$ cat src/rtl/hsc_pkg.sv
// Shared types, code table and bit-placement functions for the Hamming SECDED codec.
// No dependencies; used by every module of the codec.
package hsc_pkg;

    localparam int WORD_W    = 32;
    localparam int POS_W     = 6;
    localparam int CODE_W    = 3;
    localparam int SYN_W     = 5;
    localparam int RBITS_W   = 3;
    localparam int DBITS_W   = 5;
    localparam int DATA_MAX  = 26;
    localparam int USER_W    = 8;

    // Byte address of the code_type register on the configuration port.
    localparam logic [2:0] ADDR_CODE_TYPE = 3'd0;

    typedef logic [CODE_W-1:0] code_sel_t;

    localparam code_sel_t CODE_H74   = 3'd0;
    localparam code_sel_t CODE_H84   = 3'd1;
    localparam code_sel_t CODE_H1511 = 3'd2;
    localparam code_sel_t CODE_H1611 = 3'd3;
    localparam code_sel_t CODE_H3126 = 3'd4;
    localparam code_sel_t CODE_H3226 = 3'd5;

    typedef enum logic {
        CMD_ENCODE = 1'b0,
        CMD_DECODE = 1'b1
    } cmd_t;

    typedef struct packed {
        logic               valid;
        logic               ext;
        logic [POS_W-1:0]   length;
        logic [DBITS_W-1:0] dbits;
        logic [RBITS_W-1:0] rbits;
    } code_desc_t;

    typedef struct packed {
        logic [SYN_W-1:0] syn;
        logic             par;
    } syn_info_t;

    typedef logic [SYN_W-1:0] bit_idx_t;

    // Bit index of each data bit in the codeword: every index i whose position
    // i+1 is not a power of two, in ascending order.
    localparam bit_idx_t DATA_IDX [DATA_MAX] = '{
        5'd2,  5'd4,  5'd5,  5'd6,  5'd8,  5'd9,  5'd10, 5'd11, 5'd12,
        5'd13, 5'd14, 5'd16, 5'd17, 5'd18, 5'd19, 5'd20, 5'd21, 5'd22,
        5'd23, 5'd24, 5'd25, 5'd26, 5'd27, 5'd28, 5'd29, 5'd30
    };

    function automatic code_desc_t code_desc(code_sel_t c);
        code_desc_t d;
        d = '0;
        unique case (c)
            CODE_H74:   d = '{1'b1, 1'b0, 6'd7,  5'd4,  3'd3};
            CODE_H84:   d = '{1'b1, 1'b1, 6'd8,  5'd4,  3'd3};
            CODE_H1511: d = '{1'b1, 1'b0, 6'd15, 5'd11, 3'd4};
            CODE_H1611: d = '{1'b1, 1'b1, 6'd16, 5'd11, 3'd4};
            CODE_H3126: d = '{1'b1, 1'b0, 6'd31, 5'd26, 3'd5};
            CODE_H3226: d = '{1'b1, 1'b1, 6'd32, 5'd26, 3'd5};
            default:    d = '0;
        endcase
        return d;
    endfunction

    // Low 'length' bits set.
    function automatic logic [WORD_W-1:0] len_mask(code_desc_t d);
        logic [WORD_W-1:0] m;
        m = '0;
        for (int i = 0; i < WORD_W; i++) begin
            m[i] = (i < int'(d.length));
        end
        return m;
    endfunction

    // Positions 1..2^r-1, the ones covered by the syndrome.
    function automatic logic [WORD_W-1:0] ham_mask(code_desc_t d);
        logic [WORD_W-1:0] m;
        m = '0;
        for (int i = 0; i < WORD_W; i++) begin
            m[i] = (i < ((1 << d.rbits) - 1));
        end
        return m;
    endfunction

    function automatic logic [WORD_W-1:0] data_mask(code_desc_t d);
        logic [WORD_W-1:0] m;
        m = '0;
        for (int i = 0; i < WORD_W; i++) begin
            m[i] = (i < int'(d.dbits));
        end
        return m;
    endfunction

    function automatic logic [WORD_W-1:0] scatter(logic [WORD_W-1:0] data);
        logic [WORD_W-1:0] cw;
        cw = '0;
        for (int k = 0; k < DATA_MAX; k++) begin
            cw[DATA_IDX[k]] = data[k];
        end
        return cw;
    endfunction

    function automatic logic [WORD_W-1:0] gather(logic [WORD_W-1:0] cw);
        logic [WORD_W-1:0] data;
        data = '0;
        for (int k = 0; k < DATA_MAX; k++) begin
            data[k] = cw[DATA_IDX[k]];
        end
        return data;
    endfunction

endpackage

$ cat src/rtl/hsc_syndrome.sv
// Syndrome and overall parity of a codeword for the selected code.
// Depends on hsc_pkg.
module hsc_syndrome (
    input  hsc_pkg::code_sel_t         code,
    input  logic [hsc_pkg::WORD_W-1:0] cw,
    output hsc_pkg::syn_info_t         info
);
    import hsc_pkg::*;

    logic [WORD_W-1:0] hw;
    logic [SYN_W-1:0]  syn;

    assign hw = cw & ham_mask(code_desc(code));

    // One parity tree per syndrome bit: position p feeds bit j when p has bit j set.
    always_comb
    begin
        syn = '0;
        for (int p = 1; p < WORD_W; p++) begin
            for (int j = 0; j < SYN_W; j++) begin
                if (((p >> j) & 1) == 1) begin
                    syn[j] = syn[j] ^ hw[p-1];
                end
            end
        end
    end

    assign info.syn = syn;
    assign info.par = ^cw;

endmodule

$ cat src/rtl/hamming_secded_codec.sv
// Hamming SECDED codec: three-stage pipeline, one word per cycle while m_tready is high.
// Each word passes through the stage 1, stage 2 and stage 3 registers in turn; m_tvalid is
// the stage 3 valid bit. A new word can be taken while earlier words are still in flight.
// Every stage advances when the one after it is empty or moving, so stalls lose nothing.
// Reset (rst_n low, asynchronous) empties the pipeline and sets code_type to (7,4).
// Depends on hsc_pkg and hsc_syndrome.
module hamming_secded_codec (
    input  logic                        clk,
    input  logic                        rst_n,
    // configuration port
    input  logic                        psel,
    input  logic                        penable,
    input  logic                        pwrite,
    input  logic [2:0]                  paddr,
    input  logic [31:0]                 pwdata,
    output logic [31:0]                 prdata,
    output logic                        pready,
    // input words
    input  logic                        s_tvalid,
    output logic                        s_tready,
    input  logic [hsc_pkg::WORD_W-1:0]  s_tdata,   // [31:0] word_in
    input  logic                        s_tuser,   // [0] command
    // result words
    output logic                        m_tvalid,
    input  logic                        m_tready,
    output logic [hsc_pkg::WORD_W-1:0]  m_tdata,   // [31:0] word_out
    output logic [hsc_pkg::USER_W-1:0]  m_tuser    // [0] corrected, [6:1] fix_position,
                                                   // [7] uncorrectable
);
    import hsc_pkg::*;

    // ---------------------------------------------------------------
    // Configuration register. paddr[2] selects the register word.
    // ---------------------------------------------------------------
    code_sel_t code_reg;

    assign pready = 1'b1;

    always_ff @(posedge clk or negedge rst_n)
    begin
        if (!rst_n) begin
            code_reg <= CODE_H74;
        end else if (psel && penable && pwrite && pready
                     && (paddr[2] == ADDR_CODE_TYPE[2])) begin
            code_reg <= pwdata[CODE_W-1:0];
        end
    end

    assign prdata = (paddr[2] == ADDR_CODE_TYPE[2]) ? {{(32-CODE_W){1'b0}}, code_reg} : '0;

    // ---------------------------------------------------------------
    // Pipeline flow control: a stage takes a word when it is empty or
    // its current word moves on in the same cycle.
    // ---------------------------------------------------------------
    logic v1_reg, v2_reg, v3_reg;
    logic st1_ready, st2_ready, st3_ready;

    assign st3_ready = !v3_reg || m_tready;
    assign st2_ready = !v2_reg || st3_ready;
    assign st1_ready = !v1_reg || st2_ready;
    assign s_tready  = st1_ready;

    always_ff @(posedge clk or negedge rst_n)
    begin
        if (!rst_n) begin
            v1_reg <= 1'b0;
            v2_reg <= 1'b0;
            v3_reg <= 1'b0;
        end else begin
            if (st1_ready) begin
                v1_reg <= s_tvalid;
            end
            if (st2_ready) begin
                v2_reg <= v1_reg;
            end
            if (st3_ready) begin
                v3_reg <= v2_reg;
            end
        end
    end

    // ---------------------------------------------------------------
    // Stage 1: place data bits into the codeword (encode) or drop the
    // bits above the code length (decode). Unused code types give zero.
    // ---------------------------------------------------------------
    code_desc_t        desc1;
    cmd_t              cmd_in;
    logic [WORD_W-1:0] cw1_next;
    logic [WORD_W-1:0] cw1_reg;
    cmd_t              cmd1_reg;
    code_sel_t         code1_reg;

    assign desc1  = code_desc(code_reg);
    assign cmd_in = cmd_t'(s_tuser);

    always_comb
    begin
        if (!desc1.valid) begin
            cw1_next = '0;
        end else if (cmd_in == CMD_DECODE) begin
            cw1_next = s_tdata & len_mask(desc1);
        end else begin
            cw1_next = scatter(s_tdata & data_mask(desc1));
        end
    end

    always_ff @(posedge clk)
    begin
        if (s_tvalid && st1_ready) begin
            cw1_reg   <= cw1_next;
            cmd1_reg  <= cmd_in;
            code1_reg <= code_reg;
        end
    end

    // ---------------------------------------------------------------
    // Stage 2: syndrome over the Hamming positions and overall parity.
    // ---------------------------------------------------------------
    syn_info_t         info2_next;
    syn_info_t         info2_reg;
    logic [WORD_W-1:0] cw2_reg;
    cmd_t              cmd2_reg;
    code_sel_t         code2_reg;

    hsc_syndrome u_syndrome (
        .code (code1_reg),
        .cw   (cw1_reg),
        .info (info2_next)
    );

    always_ff @(posedge clk)
    begin
        if (v1_reg && st2_ready) begin
            info2_reg <= info2_next;
            cw2_reg   <= cw1_reg;
            cmd2_reg  <= cmd1_reg;
            code2_reg <= code1_reg;
        end
    end

    // ---------------------------------------------------------------
    // Stage 3: insert parity bits (encode), or correct / flag and pull
    // the data bits back out (decode).
    // ---------------------------------------------------------------
    code_desc_t        desc3;
    logic [WORD_W-1:0] enc_cw;
    logic [WORD_W-1:0] fixed_cw;
    logic [WORD_W-1:0] flip;
    logic [SYN_W-1:0]  top_idx;
    logic [WORD_W-1:0] word_next;
    logic              corr_next;
    logic [POS_W-1:0]  pos_next;
    logic              unc_next;
    logic              syn_nz;

    assign desc3   = code_desc(code2_reg);
    assign top_idx = SYN_W'(desc3.length - POS_W'(1));
    assign syn_nz  = (info2_reg.syn != '0);

    always_comb
    begin
        enc_cw = cw2_reg;
        for (int j = 0; j < SYN_W; j++) begin
            enc_cw[(1 << j) - 1] = info2_reg.syn[j];
        end
        if (desc3.ext) begin
            enc_cw[top_idx] = info2_reg.par ^ (^info2_reg.syn);
        end

        flip = '0;
        if (syn_nz) begin
            flip[info2_reg.syn - SYN_W'(1)] = 1'b1;
        end
        fixed_cw = cw2_reg ^ flip;

        word_next = '0;
        corr_next = 1'b0;
        pos_next  = '0;
        unc_next  = 1'b0;
        if (desc3.valid) begin
            if (cmd2_reg == CMD_ENCODE) begin
                word_next = enc_cw;
            end else if (desc3.ext && syn_nz && !info2_reg.par) begin
                // double error: report and drop the data
                unc_next = 1'b1;
            end else begin
                word_next = gather(fixed_cw) & data_mask(desc3);
                if (syn_nz) begin
                    corr_next = 1'b1;
                    pos_next  = {1'b0, info2_reg.syn};
                end else if (desc3.ext && info2_reg.par) begin
                    // the overall parity bit itself was wrong
                    corr_next = 1'b1;
                    pos_next  = desc3.length;
                end
            end
        end
    end

    logic [WORD_W-1:0] word_reg;
    logic              corr_reg;
    logic [POS_W-1:0]  pos_reg;
    logic              unc_reg;

    always_ff @(posedge clk)
    begin
        if (v2_reg && st3_ready) begin
            word_reg <= word_next;
            corr_reg <= corr_next;
            pos_reg  <= pos_next;
            unc_reg  <= unc_next;
        end
    end

    assign m_tvalid = v3_reg;
    assign m_tdata  = word_reg;
    assign m_tuser  = {unc_reg, pos_reg, corr_reg};

endmodule

$ cat config.mk
export PLATFORM = sky130hd
export DESIGN_NAME = hamming_secded_codec
export DESIGN_NICKNAME = d
export VERILOG_FILES = /design/src/rtl/hsc_pkg.sv /design/src/rtl/hsc_syndrome.sv /design/src/rtl/hamming_secded_codec.sv
export SDC_FILE = /design/constraint.sdc
export NUM_CORES = 1
export LEC_CHECK = 0
export BUFFER_PORTS_ARGS = -buffer_cell sky130_fd_sc_hd__clkbuf_2
export CORE_AREA = 2 2 107 109
export DETAILED_ROUTE_END_ITERATION = 7
export DIE_AREA = 0 0 109 111
export PLACE_DENSITY = 0.87
export SYNTH_ARGS = -nofsm -noshare
export SYNTH_HDL_FRONTEND = slang
export SYNTH_SLANG_ARGS = --single-unit
$ cat constraint.sdc
create_clock -name clk -period 3.4 [get_ports clk]
set_input_delay 0.85 -clock clk [delete_from_list [all_inputs] [get_ports clk]]
set_output_delay 0.85 -clock clk [all_outputs]
set_load 0.005 [all_outputs]
# Yosys cells after proc, flatten, opt, wreduce, memory -nomap -nowiden
# Index checks and enable logic that the tools add are counted.
# word_totals
regBits	124
latch_bits	0
ramBits	0
rom_bits	0
input_bits	75
out_inout_bits	75
word_cells	293
memories	0
# op_classes
n_addsub	3
n_mul	0
div	0
order_cmp	124
n_eq_ne	15
shifts	1
muxes	19
bitwise_logic	85
reduce_logical	28
# op_table
cell	count
6-bit by 32-bit < comparator with 1-bit output, first input constant	15
5-bit by 32-bit < comparator with 1-bit output, first input constant	8
16-bit one-hot mux with 6 select lines	2
4-bit by 32-bit < comparator with 1-bit output, first input constant	4
5-bit < comparator, first input constant	25
5-bit by 6-bit < comparator with 1-bit output, first input constant	16
31-bit two-way mux	3
4-bit by 5-bit < comparator with 1-bit output, first input constant	16
1-bit XOR	76
3-bit by 32-bit < comparator with 1-bit output, first input constant	2
32-bit two-way mux	2
4-bit by 6-bit < comparator with 1-bit output, first input constant	8
3-bit by 5-bit < comparator with 1-bit output, first input constant	8
32-bit bitwise AND	1
32-bit bitwise mux	1
1-bit by 32-bit < comparator with 1-bit output, first input constant	1
2-bit by 32-bit < comparator with 1-bit output, first input constant	1
32-bit parity	1
1-bit by 3-bit << shifter with 32-bit output, first input constant	1
32-bit by 2-bit subtractor with 32-bit output, second input constant	1
26-bit by 31-bit bitwise AND with 31-bit output	1
31-bit bitwise AND	1
31-bit XOR	1
26-bit bitwise AND	1
other kinds (26)	79

# Logic depth before layout (Yosys ltp)
# logic_depth
word_depth	21
depth_mapped	8
depth_no_buf	8

# Cells and area by module
# A second synthesis with hierarchy kept.
# hier_totals
hier_cells	554
hier_area_um2	6472.5
# by_module_without_submodules
mod	instances	cells_per_inst	area_per_inst_um2	seq_area_each_um2
hamming_secded_codec	1	469	5829.3	3543.4
hsc_syndrome	1	85	643.1	0.0

# Worst setup path before layout
# No wires, ideal clock.
# synth_path
path_kind	input to register
start	input port m_tready
end	register corr_reg, enable pin
setup_ps	401
t_arrival_ps	1932
t_required_ps	2999
setup_slack_ps	1067
path_stages	2
path_buffers	0
cell_sequence	nand2b_1 and2_1
# synth_between
elab_chain_cells	2
# synth_lines
element	line	text
from (decl)	hamming_secded_codec.sv:25	input logic m_tready,
1-bit logical OR	hamming_secded_codec.sv:58	assign st3_ready = !v3_reg || m_tready;
1-bit logical AND	hamming_secded_codec.sv:207	if (v2_reg && st3_ready) begin
to (signal assigned)	hamming_secded_codec.sv:209	corr_reg <= corr_next;
to (decl)	hamming_secded_codec.sv:201	logic corr_reg;
# Every way passes these cells.
# A chain may end at the register's enable or synchronous reset.

# Worst setup path in the final report
# layout_path
start	register info2_reg[3] in the netlist's numbering
end	register word_reg[16], in the netlist m_tdata[16] (data pin)
# layout_between
elab_chain_cells	10
word_cells_on_any_way	18
cone_classes	add/sub: 1; order compare: 2; mux: 7; bitwise: 3; reduce/logical: 5
# layout_lines
element	line	text
from (decl)	hamming_secded_codec.sv:120	syn_info_t info2_reg;
from (signal assigned)	hamming_secded_codec.sv:134	info2_reg <= info2_next;
5-bit by 1-bit subtractor with 5-bit output	hamming_secded_codec.sv:172	flip[info2_reg.syn - SYN_W'(1)] = 1'b1;
5-bit by 6-bit < comparator with 1-bit output (implied by the code) or 5-bit by 1-bit >= comparator with 1-bit output (tied branches)	hamming_secded_codec.sv:172	
1-bit logical AND (implied by the code)	hamming_secded_codec.sv:172	
1-bit two-way mux (implied by the code)	hamming_secded_codec.sv:172	
1-bit demux with 5-bit select	hamming_secded_codec.sv:172	
31-bit two-way mux	hamming_secded_codec.sv:171	if (syn_nz) begin
31-bit XOR	hamming_secded_codec.sv:174	fixed_cw = cw2_reg ^ flip;
26-bit by 31-bit bitwise AND with 31-bit output	hamming_secded_codec.sv:187	word_next = gather(fixed_cw) & data_mask(desc3);
31-bit two-way mux	hamming_secded_codec.sv:183	end else if (desc3.ext && syn_nz && !info2_reg.par) begin
32-bit two-way mux (*)	hamming_secded_codec.sv:181	if (cmd2_reg == CMD_ENCODE) begin
to (signal assigned)	hamming_secded_codec.sv:208	word_reg <= word_next;
to (decl)	hamming_secded_codec.sv:200	logic [WORD_W-1:0] word_reg;
# Every way passes the cells marked *; elsewhere a longest branch is shown, timed or not.

==> impl_metrics.tcl <==
set metrics [dict create \
    status "finished clean" \
    synth_top_flop_cell "edfxtp_1" \
    leakage_nw 2.887 \
    cts_setup_buffers 0 \
    drt-total-wl_um 11960 \
    dp_hpwl_um 9017 \
    fin_nets 704 \
    die_w_um 109 \
    synth_seq_cells 119 \
    syn_area_um2 6235 \
    syn_area_per_cell_um2 11.94 \
    antenna_found_initial 0 \
    worst_skew_pair.late_latency_ns 0.41 \
    grt_pass1_wl_um 18740 \
    synthDominantCellAreaShare_pct 54.43 \
    path_class "register to register" \
    grt.overflow.total 0 \
    holdWs_ns 0.2688 \
    r2r_cells 8 \
    critPathRequiredTime_ns 3.54 \
    cts_buffer_depth 2 \
    num_antenna_cells 0 \
    wl_per_cell_um 15.49 \
    htree_num_levels 4 \
    rows 39 \
    slew_violations 0 \
    ir_drop_mv 0.3502 \
    postCtsResizedCells 0 \
    cp_data_arrival_time_ns 2.69 \
    timing.rr.start "info2_reg[3]" \
    drive_gt1_share_pct 19.71 \
    period_share_pct 74.90 \
    cp-end-kind "register" \
    viasPerCell 5.096 \
    hold_viol_final 0 \
    max_cap_viol_count 0 \
    numClockSinks 119 \
    cts_root_buf "clkbuf_16" \
    post-route-drc-count 0 \
    synthTopCellsByArea "edfxtp_1 (54%), xnor2_1 (10%), mux2i_1 (4.7%)" \
    regToRegSetupSlack_ns 0.85 \
    grt_use_total_pct 20.83 \
    p_per_area_nw_per_um2 747.3 \
    cts_tree "done" \
    start_util_pct 56.29 \
    first_pass_iters 5 \
    coreArea_um2 11080 \
    via_count 3934 \
    synth-edff-count 113 \
    grt_max_degree 41 \
    yosysWarnings 0 \
    fin_skew_ns 0.006288 \
    syn-instance-count 522 \
    dieArea_um2 12100 \
    numCtsBuffers 17 \
    multi_input_area_um2 2475 \
    hold_path_class "primary input to asynchronous set/reset pin" \
    async_reset_ff_share_pct 5.042 \
    setup_viol 0 \
    hold_buffers 0 \
    rsz0062_at_grt "no" \
    drtAntennaViolNets 0 \
    r2r-end "m_tdata[16]" \
    seqCellArea_um2 3543 \
    clk_pin_slew_ns 0.05 \
    fin_tns_setup_ns 0 \
    cp_max_fo 7 \
    area_growth_pct 16.22 \
    num_io_pins 150 \
    slew_headroom_pct 35.38 \
    min_period_ns 2.547 \
    fmax_ghz 0.3927 \
    drt_iter0_markers 273 \
    synth-seq-area-share_pct 56.83 \
    place_congestion 0.8552 \
    die_h_um 111 \
    grt_pass1_vias 3666 \
    fillers 820 \
    synth_cell_type_count 40 \
    numPortBuffers 88 \
    critPathLaunchType "register" \
    synth_top_cell_by_area "edfxtp_1" \
    worst_pin_slew_ns 0.9683 \
]
layout make-up:
type                       count  area share [%]
inverter                       8          0.4144
tap                          143           2.469
clock buffer                  21           6.078
multi-input combinational    378           34.16
timing repair buffer          92           6.493
sequential                   119           48.90
clock inverter                11           1.485
cells by family (layout without fill, tap and decap cells):
logic type	count (synthesis)	in the layout	synth area share, %
flip-flops	119	119	56.83
buffers and inverters	55	132	5.318
AND/OR/NAND/NOR	158	158	11.72
multiplexers	32	32	5.198
AO/OA/AOI/OAI	49	49	4.455
other	2	32	0.1205
XOR/XNOR	94	94	13.75
adder cells (fa/ha/maj)	13	13	2.609
how the worst max path moves through the flow:
| stage | slack, ns | depth (start not counted) | from | endpoint |
|---|---|---|---|---|
| 2_1_floorplan | 1.07 | 2 | m_tready | corr_reg |
| 3_3_place_gp | 0.93 | 8 | info2_reg[3] | m_tdata[23] |
| 3_5_place_dp | 0.90 | 8 | info2_reg[3] | m_tdata[23] |
| 4_1_cts | 0.85 | 8 | info2_reg[3] | m_tdata[16] |
| 5_1_grt | 0.67 | 8 | info2_reg[3] | m_tdata[23] |
| 6_report | 0.85 | 8 | info2_reg[3] | m_tdata[16] |
routing by layer:
layer / vias up / track usage, % / wire length [um]
met5: - / 0 / 0
li1: 1948 / - / -
met4: 0 / 7.863 / 178
met2: 135 / 34.58 / 6146
met1: 1838 / 26.74 / 5075
met3: 13 / 4.233 / 560
power breakdown:
group | total, mW | internal (mW) | leakage (nW) | switching, mW
Sequential | 2.14 | 1.94 | 1.19 | 0.202
Clock | 1.66 | 1.06 | 0.259 | 0.599
Combinational | 1.62 | 0.670 | 1.44 | 0.946
stage by stage:
step | setup slack [ns] | cells | util (%) | instance area, um^2 | total power, mW
after global routing | 0.6693 | 772 | 65.41 | 7246 | 5.675
after detailed placement | 0.9024 | 740 | 60.47 | 6698 | 3.761
after floorplan | 1.067 | 552 | - | 6347 | 3.321
after global placement | 0.9302 | 740 | 60.47 | 6698 | 3.726
final | 0.8534 | 772 | 65.41 | 7246 | 5.415
after CTS | 0.8526 | 772 | 65.41 | 7246 | 5.419
layout by cell type (no fill, tap or decap), types with 7 or more instances in the layout:
cell type,synthesis,routed
conb_1,2,32
o21ai_1,20,20
nand2_1,36,36
xnor2_1,71,71
inv_1,8,8
edfxtp_1,113,113
nor2_1,60,59
clkbuf_2,0,88
clkbuf_16,0,17
ha_1,13,13
nand2b_1,7,7
mux2i_1,29,29
and2_1,11,11
nor3_1,10,10
a21oi_1,11,11
xor2_1,20,20
nand3_1,13,13
cells in the mapped netlist (10+ instances only):
cell,instances
edfxtp_1,113
xnor2_1,71
nor2_1,60
nand2_1,36
buf_4,32
mux2i_1,29
o21ai_1,20
xor2_1,20
ha_1,13
nand3_1,13
a21oi_1,11
and2_1,11
clkbuf_1,10
nor3_1,10
critical path, cell delays in order, from the launching register on:
cell,delay (ns)
edfxtp_1,0.44
inv_1,0.13
ha_1,0.25
nand2b_1,0.19
xnor2_1,0.16
a22oi_1,0.65
nor2_1,0.14
xnor2_1,0.23
o21ai_1,0.09
(Power assumes the default switching activity.)
